## src/hdl/mpfld_pkg.sv

```systemverilog
`default_nettype none
// ----------------------------------------------------------------------------
// mpfld_pkg
// Shared types and constants of the pulse-frame locomotive decoder.
// ----------------------------------------------------------------------------
package mpfld_pkg;

    localparam int FRAME_BITS = 18;
    localparam int ADDR_BITS  = 8;
    localparam int FUNC_BITS  = 2;
    localparam int IDX_W      = 5;

    localparam logic [IDX_W-1:0] LAST_BIT  = IDX_W'(FRAME_BITS - 1);
    localparam logic [IDX_W-1:0] ADDR_END  = IDX_W'(ADDR_BITS);
    localparam logic [IDX_W-1:0] FUNC_END  = IDX_W'(ADDR_BITS + FUNC_BITS);
    localparam logic [IDX_W-1:0] FRAME_END = IDX_W'(FRAME_BITS);
    localparam logic [IDX_W-1:0] IDX_SAT   = '1;

    // event codes
    localparam logic [1:0] KIND_FALL = 2'd0;
    localparam logic [1:0] KIND_RISE = 2'd1;
    localparam logic [1:0] KIND_OVF  = 2'd2;

    // register indexes
    localparam logic [2:0] REG_OWN_ADDR   = 3'd0;
    localparam logic [2:0] REG_LIGHT_ALW  = 3'd1;
    localparam logic [2:0] REG_ONE_MIN    = 3'd2;
    localparam logic [2:0] REG_ONE_MAX    = 3'd3;
    localparam logic [2:0] REG_PERIOD_MIN = 3'd4;
    localparam logic [2:0] REG_PERIOD_MAX = 3'd5;

    localparam logic [7:0] RST_ONE_MIN    = 8'd180;
    localparam logic [7:0] RST_ONE_MAX    = 8'd200;
    localparam logic [7:0] RST_PERIOD_MIN = 8'd200;
    localparam logic [7:0] RST_PERIOD_MAX = 8'd230;

    // mirror nibble codes
    localparam logic [3:0] MIR_REV_FN = 4'b0101;
    localparam logic [3:0] MIR_FWD_FN = 4'b1010;
    localparam logic [3:0] MIR_REV    = 4'b1101;
    localparam logic [3:0] MIR_FWD    = 4'b0010;
    localparam logic [3:0] MIR_F1_OFF = 4'b0011;
    localparam logic [3:0] MIR_F1_ON  = 4'b1011;
    localparam logic [3:0] MIR_F2_OFF = 4'b0100;
    localparam logic [3:0] MIR_F2_ON  = 4'b1100;
    localparam logic [3:0] MIR_F3_OFF = 4'b0110;
    localparam logic [3:0] MIR_F3_ON  = 4'b1110;
    localparam logic [3:0] MIR_F4_OFF = 4'b0111;
    localparam logic [3:0] MIR_F4_ON  = 4'b1111;

    localparam logic [3:0] STEP_TOGGLE = 4'd1;
    localparam logic [3:0] STEP_DIR_LIMIT = 4'd6;

    typedef struct packed {
        logic [1:0] kind;
        logic [7:0] ticks;
    } t_evt_item;

    typedef struct packed {
        logic [7:0] drive_a;
        logic [7:0] drive_b;
        logic       light_a;
        logic       light_b;
        logic       direction;
        logic       save_direction;
        logic [3:0] function_states;
        logic       command_taken;
    } t_res_item;

    typedef struct packed {
        logic [2:0] reg_index;
        logic [7:0] data;
    } t_cfg_item;

    typedef struct packed {
        logic [7:0] own_address;
        logic       light_always;
        logic [7:0] one_min;
        logic [7:0] one_max;
        logic [7:0] period_min;
        logic [7:0] period_max;
    } t_cfg;

    typedef struct packed {
        logic       match;
        logic [7:0] addr;
        logic [7:0] func;
        logic [7:0] speed;
    } t_frame;

    typedef struct packed {
        logic       dir;
        logic [3:0] aux;
        logic       light_on;
        logic [3:0] step;
    } t_loco;

endpackage
`default_nettype wire

```

## src/hdl/mpfld_frame_rx.sv

```systemverilog
`default_nettype none
// ----------------------------------------------------------------------------
// mpfld_frame_rx
// Bit timing, frame assembly and repeat detection.
// ----------------------------------------------------------------------------
module mpfld_frame_rx
    import mpfld_pkg::*;
(
    input  wire logic       i_clk,
    input  wire logic       i_rst_n,
    input  wire logic       i_step,
    input  wire logic [1:0] i_kind,
    input  wire logic [7:0] i_ticks,
    input  wire t_cfg       i_cfg,
    output t_frame          o_frame
);

    logic [IDX_W-1:0] r_bit, n_bit, bi;
    logic [7:0]       r_high, n_high;
    logic             r_run, n_run;
    logic [7:0]       r_addr, n_addr, r_func, n_func, r_speed, n_speed;
    logic [7:0]       r_paddr, n_paddr, r_pfunc, n_pfunc, r_pspeed, n_pspeed;
    logic [7:0]       a_base, f_base, s_base, spd_last;
    logic             one_rise, one_fall, period_ok, same;

    assign one_rise  = (r_high > i_cfg.one_min) && (r_high < i_cfg.one_max);
    assign one_fall  = (i_ticks > i_cfg.one_min) && (i_ticks < i_cfg.one_max);
    assign period_ok = (i_ticks > i_cfg.period_min) && (i_ticks < i_cfg.period_max);
    assign spd_last  = {one_fall, r_speed[7:1]};
    assign same      = (r_paddr == r_addr) && (r_pfunc == r_func) && (r_pspeed == spd_last);
    assign bi        = r_run ? r_bit : '0;
    assign a_base    = (bi == '0) ? 8'd0 : r_addr;
    assign f_base    = (bi == '0) ? 8'd0 : r_func;
    assign s_base    = (bi == '0) ? 8'd0 : r_speed;

    always_comb begin
        n_bit    = r_bit;
        n_high   = r_high;
        n_run    = r_run;
        n_addr   = r_addr;
        n_func   = r_func;
        n_speed  = r_speed;
        n_paddr  = r_paddr;
        n_pfunc  = r_pfunc;
        n_pspeed = r_pspeed;
        o_frame.match = 1'b0;
        o_frame.addr  = r_addr;
        o_frame.func  = r_func;
        o_frame.speed = spd_last;
        case (i_kind)
            KIND_FALL: begin
                n_high = i_ticks;
                if (r_bit == LAST_BIT) begin
                    n_bit = '0;
                    if (same) begin
                        o_frame.match = 1'b1;
                        n_addr   = '0;
                        n_func   = '0;
                        n_speed  = '0;
                        n_paddr  = '0;
                        n_pfunc  = '0;
                        n_pspeed = '0;
                    end else begin
                        n_speed  = spd_last;
                        n_paddr  = r_addr;
                        n_pfunc  = r_func;
                        n_pspeed = spd_last;
                    end
                end
            end
            KIND_RISE: begin
                n_run = 1'b1;
                if (period_ok) begin
                    n_addr  = a_base;
                    n_func  = f_base;
                    n_speed = s_base;
                    if (bi < ADDR_END) begin
                        n_addr = {one_rise, a_base[7:1]};
                    end else if (bi < FUNC_END) begin
                        n_func = {one_rise, f_base[7:1]};
                    end else if (bi < FRAME_END) begin
                        n_speed = {one_rise, s_base[7:1]};
                    end
                    n_bit = (bi == IDX_SAT) ? IDX_SAT : bi + 1'b1;
                end else begin
                    n_bit = '0;
                end
            end
            KIND_OVF: begin
                n_run = 1'b0;
            end
            default: begin
            end
        endcase
    end

    always_ff @(posedge i_clk) begin
        if (!i_rst_n) begin
            r_bit    <= '0;
            r_high   <= '0;
            r_run    <= 1'b0;
            r_addr   <= '0;
            r_func   <= '0;
            r_speed  <= '0;
            r_paddr  <= '0;
            r_pfunc  <= '0;
            r_pspeed <= '0;
        end else if (i_step) begin
            r_bit    <= n_bit;
            r_high   <= n_high;
            r_run    <= n_run;
            r_addr   <= n_addr;
            r_func   <= n_func;
            r_speed  <= n_speed;
            r_paddr  <= n_paddr;
            r_pfunc  <= n_pfunc;
            r_pspeed <= n_pspeed;
        end
    end

endmodule
`default_nettype wire

```

## config.mk

```make
export PLATFORM = sky130hd
export DESIGN_NAME = mpfld_frame_rx
export DESIGN_NICKNAME = d
export VERILOG_FILES = /design/src/hdl/mpfld_pkg.sv /design/src/hdl/mpfld_frame_rx.sv
export SDC_FILE = /design/constraint.sdc
export NUM_CORES = 1
export LEC_CHECK = 0
export ABC_AREA = 1
export BUFFER_PORTS_ARGS = -buffer_cell sky130_fd_sc_hd__buf_2
export CELL_PAD_IN_SITES_DETAIL_PLACEMENT = 1
export CELL_PAD_IN_SITES_GLOBAL_PLACEMENT = 2
export CORE_AREA = 3 3 125 127
export DETAILED_ROUTE_END_ITERATION = 8
export DIE_AREA = 0 0 128 130
export GPL_TIMING_DRIVEN = 1
export PLACE_DENSITY = 0.79
export SETUP_SLACK_MARGIN = 0.02
export SLEW_MARGIN = 20
export SYNTH_ARGS = -nofsm -noshare
export SYNTH_HDL_FRONTEND = slang
export SYNTH_SLANG_ARGS = --single-unit
```

## constraint.sdc

```tcl
create_clock -name i_clk -period 2.03 [get_ports i_clk]
set_input_delay 0.3045 -clock i_clk [delete_from_list [all_inputs] [get_ports i_clk]]
set_output_delay 0.3045 -clock i_clk [all_outputs]
set_load 0.02 [all_outputs]
```

# After elaboration in Yosys (flattened, before gate mapping)
# Index checks and enable logic that the tools add are counted.
# op_classes
n_addsub,1
reduce_logical,15
n_eq_ne,10
mux,30
magnitude_cmp,9
# ops
cell,n
8-bit 2-to-1 mux,18
8-bit one-hot mux with 2 select lines,3
8-bit == test,3
8-bit greater-than comparator,3
8-bit less-than comparator,3
5-bit 2-to-1 mux,4
"5-bit == test, second input constant",2
"5-bit by 4-bit less-than comparator with 1-bit output, second input constant",2
5-bit one-hot mux with 2 select lines,1
3-bit AND reduction,2
"5-bit by 1-bit adder with 5-bit output, second input constant",1
1-bit logical AND,5
5-bit logical NOT,1
"5-bit less-than comparator, second input constant",1
5-bit AND reduction,1
"2-bit != test, second input constant",2
2-bit AND reduction,2
4-bit AND reduction,1
2-bit nonzero test,2
1-bit 2-to-1 mux,3
"3-bit != test, second input constant",1
"2-bit by 1-bit == test with 1-bit output, second input constant",1
"2-bit == test, second input constant",1
2-bit logical NOT,1
1-bit one-hot mux with 2 select lines,1
# totals
ff_bits,62
out_inout_bits,25
word_cells,75

# Depth between registers and ports, before layout
# depth
word_depth,8
mapped_depth,16
depth_no_buf,16

# Least setup slack after synthesis
# Ideal clock, no wire load.
# synth_path
path_type,in2out
startpoint,input port i_cfg[23] (netlist bit)
endpoint,output port o_frame[24] (netlist bit)
t_arrival_ps,1766
slack_ps,-40
required_ps,1725
path_stages,11
n_path_buf,2
path_cell_list,inv_1 ha_1 a21oi_1 nand3_1 nor2_1 nand3_1 nand2_1 nand3_2 buf_6 buf_6 nor3_2
# synth_rtl
element,line_no,text
from (decl),mpfld_frame_rx.sv:14,"input wire t_cfg i_cfg,"
to (decl),mpfld_frame_rx.sv:15,output t_frame o_frame

==> flow_summary.yaml <==
global_routing:
  grt_pass1_vias: 5014
  grt_max_degree: 49
  overflow: 0
  grt_pass1_wl_um: 24400
  groute.usage.overall_pct: 18.2
  antenna_found_initial: 0
floorplan:
  die_w_um: 128
  die_h_um: 130
  rows: 44
  coreArea_sq_um: 14500
  start_util_pct: 31.0
  dieArea_sq_um: 16600
  ioPinCount: 79
setup_path:
  cp_data_required_time_ns: 1.73
  path_common_cell: "nand2_2"
  end_kind: "primary output"
  critPathTopFamily: "simple AND/OR/NAND/NOR gates"
  cpPeakStageDelay_ns: 0.37
  crit_type: "flop to primary output"
  worst-path-buf-inv: 2
  path_depth: 11
  reg2reg_slack_ns: 0.21
  reg2reg_depth: 14
  path_cells: "inv_4 > nand2_2 > nand2_2 > nor2_1 > nand2_1 > nor2_2 > nand2_2 > nor2_4 > nand3_4 > nor3_4 > buf_6"
  start_kind: "flop"
  worstPathMaxFanout: 4
  critPathSlowestCell: "dfxtp_4"
  cp.arrival_ns: 1.91
placed_design:
  globalplace.congestion: 0.846
  dpl.hpwl_um: 11300
  portBuffers: 69
detailed_routing:
  drt-wirelength-per-cell_um: 15.1
  ant_nets: 0
  viasPerCell: 4.93
  first_pass_iters: 4
  num_vias: 4873
  drc: 0
  drt_iter0_drc: 134
  wirelength_um: 14900
sta:
  timing.final.crit_share_pct: 109
  finalSetupTns_ns: -0.187
  period_minus_slack_ns: 2.22
  slew_violations: 0
  rsz0062_at_grt: "yes"
  fin_skew_ns: 0.00942
  setup_ws_ns: -0.187
  max_freq_mhz: 451
  tightest_slew_ns: 0.568
  hold_viol: 0
  max_slew_margin_pct: 62.1
  setup_viol_count_final: 1
power:
  p_sw_mw: 1.06
  p_leak_nw: 2.91
  clkPwrFrac_pct: 45.6
  power_mw: 3.69
  internal_power_mw: 2.63
  p_comb_share_pct: 20.4
  power_frac_seq_pct: 34.0
  peakVddDrop_v: 0.000395
  powerDensity_nw_per_um2: 631
  switching_share_pct: 28.7
worst_hold_path:
  holdPathStages: 2
  hold_path_class: "primary input to flop"
cells_and_area:
  final_core_utilization_pct: 40.3
  fillers: 1908
  nNetsFinal: 903
  drive_gt1_share_pct: 23.5
  syn2layout_area_growth_pct: 29.8
  insertedDiodeCount: 0
clock_network:
  cts.clk_slew.worst_paths_ns: 0.06
  cts_buffer_depth: 2
  root_buffer: "clkbuf_16"
  cts_max_level: 3
  cts_tree: "done"
  cts_buffers: 9
  ctsHoldBuffers: 0
  insertion_delay_ns: 0.34
  numClockSinks: 61
synth:
  yosys.cell_types.count: 32
  yosysSeqAreaShare_pct: 27.1
  syn_nets: 796
  syn-cell-area_sq_um: 4510
  yosys_register_bits: 61
  ys_warn_count: 0
  syn-instance-count: 692
  syn_area_per_cell_sq_um: 6.52
run:
  maxCapViolCount: 0
run_status:
  violations: "negative setup slack"
  status: "finished, violations left"
-- metrics by stage --
stage	cell area (sq um)	std cells	worst slack, ns	hold WS (ns)
after CTS	5710	984	-0.156	0.216
final	5850	988	-0.187	0.225
after detailed placement	5340	968	-0.180	0.482
after global placement	5340	968	-0.125	0.466
after global routing	5850	988	-0.294	0.246
after floorplan	4520	692	0.0318	0.423
-- routing by layer --
metal / share of wire, % / global-route usage, % / up-vias / routed length (um)
met2: 50 / 32.7 / 53 / 7450
li1: - / - / 2473 / -
met4: 0.71 / 3.62 / 0 / 106
met1: 47 / 23.0 / 2336 / 6950
met3: 2.7 / 3.23 / 11 / 403
met5: 0 / 0 / - / 0
-- power by group through the flow --
stage / logic [mW] / registers [mW] / clock network (mW)
global placement: 0.685 / 1.28 / 0
global route: 0.852 / 1.26 / 1.78
finish: 0.752 / 1.26 / 1.68
detailed placement: 0.715 / 1.28 / 0
CTS: 0.732 / 1.26 / 1.73
floorplan: 0.410 / 1.31 / 0
-- kinds of logic (layout without fill, tap and decap cells) --
logic type               after synthesis  count (layout)  share of synthesized area [%]
AND/OR/NAND/NOR                      271             271                           25.2
buffers and inverters                126             238                           11.4
XOR/XNOR                              13              13                           2.52
AO/OA/AOI/OAI                        171             171                           19.9
adder cells (fa/ha/maj)               50              50                           13.9
flip-flops                            61              61                           27.1
-- flip-flops by register name, indices dropped and copies added, names as in the netlist --
signal,count
r_paddr,8
r_run,1
r_pfunc,8
r_speed,7
r_func,8
r_addr,8
r_bit,5
r_pspeed,8
r_high,8
-- area by class of cell --
| cell class | instances | area (sq um) | share of cell area, % |
|---|---|---|---|
| multi-input cells | 505 | 2890 | 49.4 |
| clock buffers | 11 | 243 | 4.15 |
| repair buffers | 123 | 782 | 13.4 |
| clock inverters | 5 | 83.8 | 1.43 |
| well taps | 184 | 230 | 3.93 |
| inverters | 99 | 374 | 6.39 |
| flip-flops and latches | 61 | 1250 | 21.3 |
-- placed cells by master, fill, tap and decap left out, types with 2 or more instances in the layout --
master,count
a21oi_1,84
buf_2,66
buf_4,52
buf_6,3
bufinv_16,2
clkbuf_16,9
clkinvlp_4,2
dfxtp_1,48
dfxtp_2,9
dfxtp_4,4
ha_1,45
ha_4,5
inv_1,91
inv_2,7
nand2_1,127
nand2_2,13
nand3_1,44
nand4_1,5
nor2_1,70
nor2_2,5
nor2_4,2
nor3_4,2
o211ai_1,5
o21a_1,3
o21ai_0,62
o21ai_1,7
o21bai_1,4
o22ai_1,3
xnor2_1,3
xor2_1,10
-- Yosys cell counts --
cell type / count / share of area, %
a21boi_0: 1 / 0.17
a21oi_1: 84 / 9.3
a21oi_2: 1 / 0.19
a311oi_1: 1 / 0.19
buf_1: 1 / 0.083
buf_2: 7 / 0.78
buf_4: 3 / 0.50
buf_6: 3 / 0.75
clkbuf_1: 13 / 1.1
dfxtp_1: 61 / 27
ha_1: 50 / 14
inv_1: 96 / 8.0
inv_2: 3 / 0.25
nand2_1: 137 / 11
nand2_2: 3 / 0.42
nand3_1: 45 / 5.0
nand3_2: 1 / 0.22
nand4_1: 5 / 0.69
nor2_1: 73 / 6.1
nor2_2: 3 / 0.42
nor2_4: 1 / 0.25
nor3_1: 1 / 0.11
nor3_2: 1 / 0.22
nor3_4: 1 / 0.36
o211ai_1: 5 / 0.83
o21a_1: 3 / 0.50
o21ai_0: 62 / 6.9
o21ai_1: 7 / 0.78
o21bai_1: 4 / 0.67
o22ai_1: 3 / 0.42
xnor2_1: 3 / 0.58
xor2_1: 10 / 1.9
-- what timing repair did --
item,CTS,global route
setup buffers,0,4
pin swaps,1,16
resized for setup,15,35
endpoints found under the hold margin,0,0
setup endpoints to repair,2,13
-- worst paths after layout --
kind,from,endpoint
worst min register to register,r_bit[1]$_SDFFE_PN0P_,r_bit[1]$_SDFFE_PN0P_
worst max register to register,r_func[3]$_SDFFE_PN0P_,r_speed[1]$_SDFFE_PN0P_
worst max-delay path,r_func[3]$_SDFFE_PN0P_,o_frame[24]
worst min-delay path,i_step,r_run$_SDFFE_PN0P_
Note: power is estimated with default switching activity, not from simulation.
