$ cat src/hdl/mpfld_pkg.sv
`default_nettype none
// ----------------------------------------------------------------------------
// mpfld_pkg
// Shared types and constants of the pulse-frame locomotive decoder.
// ----------------------------------------------------------------------------
package mpfld_pkg;

    localparam int FRAME_BITS = 18;
    localparam int ADDR_BITS  = 8;
    localparam int FUNC_BITS  = 2;
    localparam int IDX_W      = 5;

    localparam logic [IDX_W-1:0] LAST_BIT  = IDX_W'(FRAME_BITS - 1);
    localparam logic [IDX_W-1:0] ADDR_END  = IDX_W'(ADDR_BITS);
    localparam logic [IDX_W-1:0] FUNC_END  = IDX_W'(ADDR_BITS + FUNC_BITS);
    localparam logic [IDX_W-1:0] FRAME_END = IDX_W'(FRAME_BITS);
    localparam logic [IDX_W-1:0] IDX_SAT   = '1;

    // event codes
    localparam logic [1:0] KIND_FALL = 2'd0;
    localparam logic [1:0] KIND_RISE = 2'd1;
    localparam logic [1:0] KIND_OVF  = 2'd2;

    // register indexes
    localparam logic [2:0] REG_OWN_ADDR   = 3'd0;
    localparam logic [2:0] REG_LIGHT_ALW  = 3'd1;
    localparam logic [2:0] REG_ONE_MIN    = 3'd2;
    localparam logic [2:0] REG_ONE_MAX    = 3'd3;
    localparam logic [2:0] REG_PERIOD_MIN = 3'd4;
    localparam logic [2:0] REG_PERIOD_MAX = 3'd5;

    localparam logic [7:0] RST_ONE_MIN    = 8'd180;
    localparam logic [7:0] RST_ONE_MAX    = 8'd200;
    localparam logic [7:0] RST_PERIOD_MIN = 8'd200;
    localparam logic [7:0] RST_PERIOD_MAX = 8'd230;

    // mirror nibble codes
    localparam logic [3:0] MIR_REV_FN = 4'b0101;
    localparam logic [3:0] MIR_FWD_FN = 4'b1010;
    localparam logic [3:0] MIR_REV    = 4'b1101;
    localparam logic [3:0] MIR_FWD    = 4'b0010;
    localparam logic [3:0] MIR_F1_OFF = 4'b0011;
    localparam logic [3:0] MIR_F1_ON  = 4'b1011;
    localparam logic [3:0] MIR_F2_OFF = 4'b0100;
    localparam logic [3:0] MIR_F2_ON  = 4'b1100;
    localparam logic [3:0] MIR_F3_OFF = 4'b0110;
    localparam logic [3:0] MIR_F3_ON  = 4'b1110;
    localparam logic [3:0] MIR_F4_OFF = 4'b0111;
    localparam logic [3:0] MIR_F4_ON  = 4'b1111;

    localparam logic [3:0] STEP_TOGGLE = 4'd1;
    localparam logic [3:0] STEP_DIR_LIMIT = 4'd6;

    typedef struct packed {
        logic [1:0] kind;
        logic [7:0] ticks;
    } t_evt_item;

    typedef struct packed {
        logic [7:0] drive_a;
        logic [7:0] drive_b;
        logic       light_a;
        logic       light_b;
        logic       direction;
        logic       save_direction;
        logic [3:0] function_states;
        logic       command_taken;
    } t_res_item;

    typedef struct packed {
        logic [2:0] reg_index;
        logic [7:0] data;
    } t_cfg_item;

    typedef struct packed {
        logic [7:0] own_address;
        logic       light_always;
        logic [7:0] one_min;
        logic [7:0] one_max;
        logic [7:0] period_min;
        logic [7:0] period_max;
    } t_cfg;

    typedef struct packed {
        logic       match;
        logic [7:0] addr;
        logic [7:0] func;
        logic [7:0] speed;
    } t_frame;

    typedef struct packed {
        logic       dir;
        logic [3:0] aux;
        logic       light_on;
        logic [3:0] step;
    } t_loco;

endpackage
`default_nettype wire

$ cat src/hdl/mpfld_cmd_apply.sv
`default_nettype none
// ----------------------------------------------------------------------------
// mpfld_cmd_apply
// Applies a confirmed command: direction, functions, light and speed step.
// ----------------------------------------------------------------------------
module mpfld_cmd_apply
    import mpfld_pkg::*;
(
    input  wire logic       i_clk,
    input  wire logic       i_rst_n,
    input  wire logic       i_apply,
    input  wire logic [7:0] i_func,
    input  wire logic [7:0] i_speed,
    output t_loco           o_state,
    output logic            o_save
);

    t_loco      r_loco, n_loco;
    logic       r_block, n_block;
    logic [3:0] mir, st;
    logic       fn_we, fn_val, dir_r;
    logic [1:0] fn_idx;

    assign mir = {i_speed[7], i_speed[5], i_speed[3], i_speed[1]};
    assign st  = {i_speed[6], i_speed[4], i_speed[2], i_speed[0]};

    always_comb begin
        fn_we  = 1'b0;
        fn_idx = 2'd0;
        fn_val = 1'b0;
        dir_r  = r_loco.dir;
        if (st != mir) begin
            case (mir)
                MIR_REV_FN: begin
                    if (st > STEP_DIR_LIMIT) begin
                        dir_r = 1'b0;
                    end else begin
                        fn_val = 1'b0;
                        case (st)
                            4'd2:    begin fn_we = 1'b1; fn_idx = 2'd0; end
                            4'd3:    begin fn_we = 1'b1; fn_idx = 2'd1; end
                            4'd5:    begin fn_we = 1'b1; fn_idx = 2'd2; end
                            4'd6:    begin fn_we = 1'b1; fn_idx = 2'd3; end
                            default: begin end
                        endcase
                    end
                end
                MIR_FWD_FN: begin
                    if (st <= STEP_DIR_LIMIT) begin
                        dir_r = 1'b1;
                    end else begin
                        fn_val = 1'b1;
                        case (st)
                            4'd10:   begin fn_we = 1'b1; fn_idx = 2'd0; end
                            4'd11:   begin fn_we = 1'b1; fn_idx = 2'd1; end
                            4'd13:   begin fn_we = 1'b1; fn_idx = 2'd2; end
                            4'd14:   begin fn_we = 1'b1; fn_idx = 2'd3; end
                            default: begin end
                        endcase
                    end
                end
                MIR_REV: begin
                    if (st <= STEP_DIR_LIMIT) begin
                        dir_r = 1'b0;
                    end
                end
                MIR_FWD: begin
                    if (st > STEP_DIR_LIMIT) begin
                        dir_r = 1'b1;
                    end
                end
                MIR_F1_OFF: begin fn_we = 1'b1; fn_idx = 2'd0; fn_val = 1'b0; end
                MIR_F1_ON:  begin fn_we = 1'b1; fn_idx = 2'd0; fn_val = 1'b1; end
                MIR_F2_OFF: begin fn_we = 1'b1; fn_idx = 2'd1; fn_val = 1'b0; end
                MIR_F2_ON:  begin fn_we = 1'b1; fn_idx = 2'd1; fn_val = 1'b1; end
                MIR_F3_OFF: begin fn_we = 1'b1; fn_idx = 2'd2; fn_val = 1'b0; end
                MIR_F3_ON:  begin fn_we = 1'b1; fn_idx = 2'd2; fn_val = 1'b1; end
                MIR_F4_OFF: begin fn_we = 1'b1; fn_idx = 2'd3; fn_val = 1'b0; end
                MIR_F4_ON:  begin fn_we = 1'b1; fn_idx = 2'd3; fn_val = 1'b1; end
                default:    begin end
            endcase
        end
    end

    always_comb begin
        n_loco  = r_loco;
        n_block = r_block;
        o_save  = 1'b0;
        if (i_apply) begin
            n_loco.dir = dir_r;
            if (fn_we) begin
                n_loco.aux[fn_idx] = fn_val;
            end
            n_loco.light_on = (i_func != 8'd0);
            if (st == STEP_TOGGLE) begin
                if (!r_block) begin
                    n_loco.dir = ~dir_r;
                    o_save     = 1'b1;
                end
                n_loco.step = 4'd0;
                n_block     = 1'b1;
            end else begin
                n_loco.step = st;
                n_block     = 1'b0;
            end
        end
    end

    assign o_state = n_loco;

    always_ff @(posedge i_clk) begin
        if (!i_rst_n) begin
            r_loco  <= '0;
            r_block <= 1'b0;
        end else begin
            r_loco  <= n_loco;
            r_block <= n_block;
        end
    end

endmodule
`default_nettype wire

$ cat config.mk
export PLATFORM = sky130hd
export DESIGN_NAME = mpfld_cmd_apply
export DESIGN_NICKNAME = d
export VERILOG_FILES = /design/src/hdl/mpfld_pkg.sv /design/src/hdl/mpfld_cmd_apply.sv
export SDC_FILE = /design/constraint.sdc
export NUM_CORES = 1
export LEC_CHECK = 0
export ABC_AREA = 1
export BUFFER_PORTS_ARGS = -buffer_cell sky130_fd_sc_hd__clkbuf_2
export CORE_ASPECT_RATIO = 0.7
export CORE_UTILIZATION = 45
export DETAILED_ROUTE_END_ITERATION = 6
export GPL_TIMING_DRIVEN = 0
export MAX_ROUTING_LAYER = met4
export PLACE_DENSITY = 0.72
export SYNTH_ARGS = -nofsm -noshare
export SYNTH_HDL_FRONTEND = slang
export SYNTH_SLANG_ARGS = --single-unit
$ cat constraint.sdc
create_clock -name i_clk -period 2.9 [get_ports i_clk]
set_input_delay 0 -clock i_clk [delete_from_list [all_inputs] [get_ports i_clk]]
set_output_delay 0 -clock i_clk [all_outputs]
set_load 0.01 [all_outputs]
Word level (Yosys, flattened, before mapping):

Index checks and enable logic that the tools add are counted.

* bitwise operators: 1
* multiplexer cells: 33
* eq/ne operators: 22
* reductions and logical operators: 9
* $lt $le $gt $ge: 4

Operator list (number)
* 4-bit == test (second input constant): 10
* 4-bit by 3-bit == test with 1-bit output (second input constant): 6
* 1-bit 2-to-1 mux: 19
* 4-bit by 2-bit == test with 1-bit output (second input constant): 4
* 2-bit case mux with 3 select lines: 2
* 4-bit OR reduction: 3
* 10-bit 2-to-1 mux: 1
* 2-bit case mux with 5 select lines: 1
* 4-bit 2-to-1 mux: 2
* 8-bit nonzero test: 1
* 8-bit OR reduction: 1
* 2-bit 2-to-1 mux: 3
* 2-bit OR reduction: 3
* 4-bit bitwise mux: 1
* 4-bit by 1-bit == test with 1-bit output (second input constant): 1
* 4-bit by 3-bit greater-than comparator with 1-bit output (second input constant): 1
* 4-bit by 3-bit less-or-equal comparator with 1-bit output (second input constant): 1
* 4-bit != test: 1
* 1-bit case mux with 4 select lines: 1
* 2-bit by 3-bit less-than comparator with 1-bit output (second input constant): 1
* 1-bit case mux with 3 select lines: 1
* 1-bit demux with 2-bit select: 1
* 2-bit by 1-bit greater-or-equal comparator with 1-bit output (second input constant): 1
* 1-bit case mux with 2 select lines: 1
* other kinds (2): 2

* word-level logic and storage cells: 74
* input bits: 19
* output and inout bits: 11
* flip-flop bits (word level): 11

Depth between registers and ports, before layout:

* word-level depth: 12
* gate-level depth with buffers: 13
* depth with buffers taken out: 12

Worst setup path after synthesis:

Ideal clock, no wire load.

* kind: input port to flip-flop
* from: input port i_speed[5]
* to: register r_loco[8] (netlist name)
* buffers on the path: 1
* path slack: 1845 ps
* library setup time: 133 ps
* required time: 2767 ps
* cell stages on the path: 11
* arrival time: 922 ps
* path through: buf_2 -> inv_2 -> nand3_2 -> nor2_2 -> nand2_1 -> nand3_1 -> nand2_2 -> nor2_2 -> nand2_1 -> nand2_1 -> a21oi_2

* longest elaborated chain between the ends: 11
* elaborated cells between the ends (all ways): 30
* those cells by class: order compare (2); eq/ne (11); mux (11); reduce/logical (6)

Ends and longest elaborated chain
* from (decl): line mpfld_cmd_apply.sv:13 `input wire logic [7:0] i_speed,`
* 4-bit == test / 4-bit by 3-bit == test with 1-bit output (equally long branches): line mpfld_cmd_apply.sv:33 `case (mir)`
* 2-bit OR reduction (no line)
* 2-bit case mux with 5 select lines: line mpfld_cmd_apply.sv:33
* 2-bit 2-to-1 mux: line mpfld_cmd_apply.sv:32 `if (st != mir) begin`
* 2-bit by 3-bit less-than comparator with 1-bit output (not written as such) / 2-bit by 1-bit greater-or-equal comparator with 1-bit output (equally long branches): line mpfld_cmd_apply.sv:92 `n_loco.aux[fn_idx] = fn_val;`
* 1-bit logical AND (not written as such): line mpfld_cmd_apply.sv:92
* 1-bit 2-to-1 mux (not written as such): line mpfld_cmd_apply.sv:92
* 1-bit demux with 2-bit select: line mpfld_cmd_apply.sv:92
* 4-bit bitwise mux: line mpfld_cmd_apply.sv:92
* 4-bit 2-to-1 mux (*): line mpfld_cmd_apply.sv:91 `if (fn_we) begin`
* 10-bit 2-to-1 mux (*): line mpfld_cmd_apply.sv:89 `if (i_apply) begin`
* to (signal assigned): line mpfld_cmd_apply.sv:116 `r_loco <= n_loco;`
* to (decl): line mpfld_cmd_apply.sv:18 `t_loco r_loco, n_loco;`

Every way passes the cells marked *; elsewhere a longest branch is shown, timed or not.
A chain may end at the register's enable or synchronous reset.

==> results_dict.tcl <==
set metrics [dict create \
    swShare_pct 33.9 \
    root_buffer "clkbuf_4" \
    ctsHoldBuffers 1 \
    antenna_found_initial 0 \
    boundaryPins 30 \
    rsz0062_at_grt "no" \
    wl_um 2220 \
    final_area_sq_um 1140 \
    antenna_cells 0 \
    cp_max_fo 6 \
    relSlewSlack_pct 64.6 \
    irDropWorstVdd_uv 205 \
    post_cts_buffers 0 \
    grt_pass1_wl_um 3550 \
    hold_slack_ns 0.00208 \
    start_util_pct 49.7 \
    final_cells 212 \
    synth_edf_count 0 \
    worst_setup_path_start_kind "flop" \
    switchingPower_w 0.000132 \
    async_flop_share_pct 0 \
    dr.pass1.iters 6 \
    synth-seq-cells 11 \
    clk_pin_slew_ns 0.07 \
    internal-power_w 0.000258 \
    cp_slowest_cell "dfxtp_1" \
    fin_skew_ns 0.000895 \
    max_slew.worst_pin.slew_ns 0.530 \
    yosysWarnings 0 \
    seq_power_share_pct 41.3 \
    dpl.hpwl_um 1810 \
    grt_max_degree 11 \
    cts_tree "done" \
    num_rows 13 \
    grt_overflow_total 0 \
    ys.flop_type "dfxtp_1" \
    syn_inst 161 \
    hold_viol 0 \
    cap_viol_max_count 0 \
    drcViolationCount 3 \
    gp_congestion 0.915 \
    power_density_nw_per_um2 343 \
    postPlaceCellArea_sq_um 1100 \
    layout_min_cycle_time_ns 1.41 \
    grtUsageTotal_pct 21.7 \
    viasPerCell 4.98 \
    syn_avg_cell_area_sq_um 5.93 \
    status "finished, violations left" \
    p_leak_nw 0.614 \
    power_frac_comb_pct 31.2 \
    syn-num-nets 180 \
    critical_path_required_ns 2.90 \
    drv_slew 0 \
    setup_viol 0 \
    worstPathArrival_ns 1.41 \
    critical_path.cell_chain "o21ai_0, nand2_1, nor2_2, a21oi_1, nor2_2, inv_1, clkbuf_2" \
    failed_checks "DRC" \
    hp-class "input pin to flop" \
    ant_nets 0 \
    ctsResizeCount 0 \
    cts_buffers 3 \
    die_x_um 57.1 \
    core_sq_um 1920 \
    area_growth_syn_to_layout_pct 19.3 \
    crit_top_cell "nor2_2" \
    clk_latency_ns 0.27 \
    synth_cell_types 27 \
    cpPeakStageDelay_ns 0.37 \
    floorplan.die.height_um 40.5 \
    htreeDepth 1 \
    io_buffers 24 \
    clock_path_buffers 2 \
    wire_per_inst_um 10.5 \
    end_kind "primary output" \
    vias 1055 \
    grt_pass1_vias 827 \
    drive_above_1_share_pct 31.1 \
    drt_iter0_drc 51 \
    most-common-layout-cells "nand2_1, clkbuf_2, nor2_1" \
    critPathKind "flop to primary output" \
    period_share_pct 48.7 \
    max_freq_ghz 0.708 \
    synth_seq_area_share_pct 23.1 \
    clock_sinks 11 \
    dp_cells 207 \
    num-nets-final 210 \
    clkPwrFrac_pct 27.5 \
    syn_area_sq_um 955 \
    setup_tns_ns 0 \
    final_common_cell "nand2_1" \
    die-area_sq_um 2310 \
]
synth_stat cells, types with 3 or more instances:
cell type | number | area share [%]
a21oi_1 | 6 | 3.1
buf_4 | 3 | 2.4
dfxtp_1 | 11 | 23
inv_1 | 14 | 5.5
inv_2 | 5 | 2.0
nand2_1 | 56 | 22
nand2_2 | 4 | 2.6
nand3_1 | 10 | 5.2
nor2_1 | 16 | 6.3
nor2_2 | 10 | 6.6
o21ai_0 | 3 | 1.6
xnor2_1 | 4 | 3.7
worst max-delay path: cells and delay by family, from the launching register on:
family	cells	cell delay (ns)
compound gates	2	0.28
buf+inv	2	0.17
flops	1	0.37
simple gates	3	0.31
state kept, by name, summed over array words and instances, names as in the netlist:
signal and count:
r_loco 10, r_block 1
path summary, 6_finish.rpt:
| path | startpoint | end | slack (ns) | cells after the start |
|---|---|---|---|---|
| worst max-delay path | r_loco[9]$_SDFF_PN0_ | o_state[9] | 1.49 | 7 |
| worst min register to register | r_block$_SDFFE_PN0P_ | r_block$_SDFFE_PN0P_ | 0.46 | 2 |
| worst min-delay path | i_func[7] | r_loco[4]$_SDFF_PN0_ | 0.002 | 3 |
| worst max register to register | r_loco[9]$_SDFF_PN0_ | r_loco[9]$_SDFF_PN0_ | 1.77 | 6 |
layer usage:
metal  vias to the layer above  GRT usage [%]  routed length (um)
li1                        567              -                   -
met1                       453           27.2                1070
met2                        33           35.3                 983
met3                         2           6.77                 157
met4                         0           3.66                   7
met5                         -              -                   0
metrics by stage:
stage	setup slack (ns)	power, W	util, %
2_1_floorplan	1.84	0.000249	-
3_3_place_gp	1.62	0.000282	57.4
3_5_place_dp	1.60	0.000285	57.4
4_1_cts	1.49	0.000393	59.3
5_1_grt	1.38	0.000417	59.3
6_report	1.49	0.000390	59.3
cell families (layout without fill, tap and decap cells):
group                  after synthesis  in the layout  share of synthesized area (%)
buffers and inverters               26             55                           11.7
AO/OA/AOI/OAI                       16             16                           11.9
AND/OR/NAND/NOR                    104            104                           49.7
XOR/XNOR                             4              4                           3.67
flip-flops                          11             11                           23.1
cell type report:
type | instances | area [sq um]
clock buffers | 4 | 26.3
flip-flops and latches | 11 | 220
inverters | 20 | 75.1
well taps | 22 | 27.5
multi-input cells | 124 | 623
fillers | 205 | 781
plain buffers | 6 | 36.3
repair buffers | 25 | 130
power groups by stage:
stage / logic, W / registers [W] / clock network (W)
floorplan: 0.0000850 / 0.000164 / 0
global placement: 0.000118 / 0.000164 / 0
detailed placement: 0.000120 / 0.000165 / 0
CTS: 0.000122 / 0.000161 / 0.000110
global route: 0.000138 / 0.000162 / 0.000117
finish: 0.000122 / 0.000161 / 0.000108
Note: power is estimated with default switching activity, not from simulation.
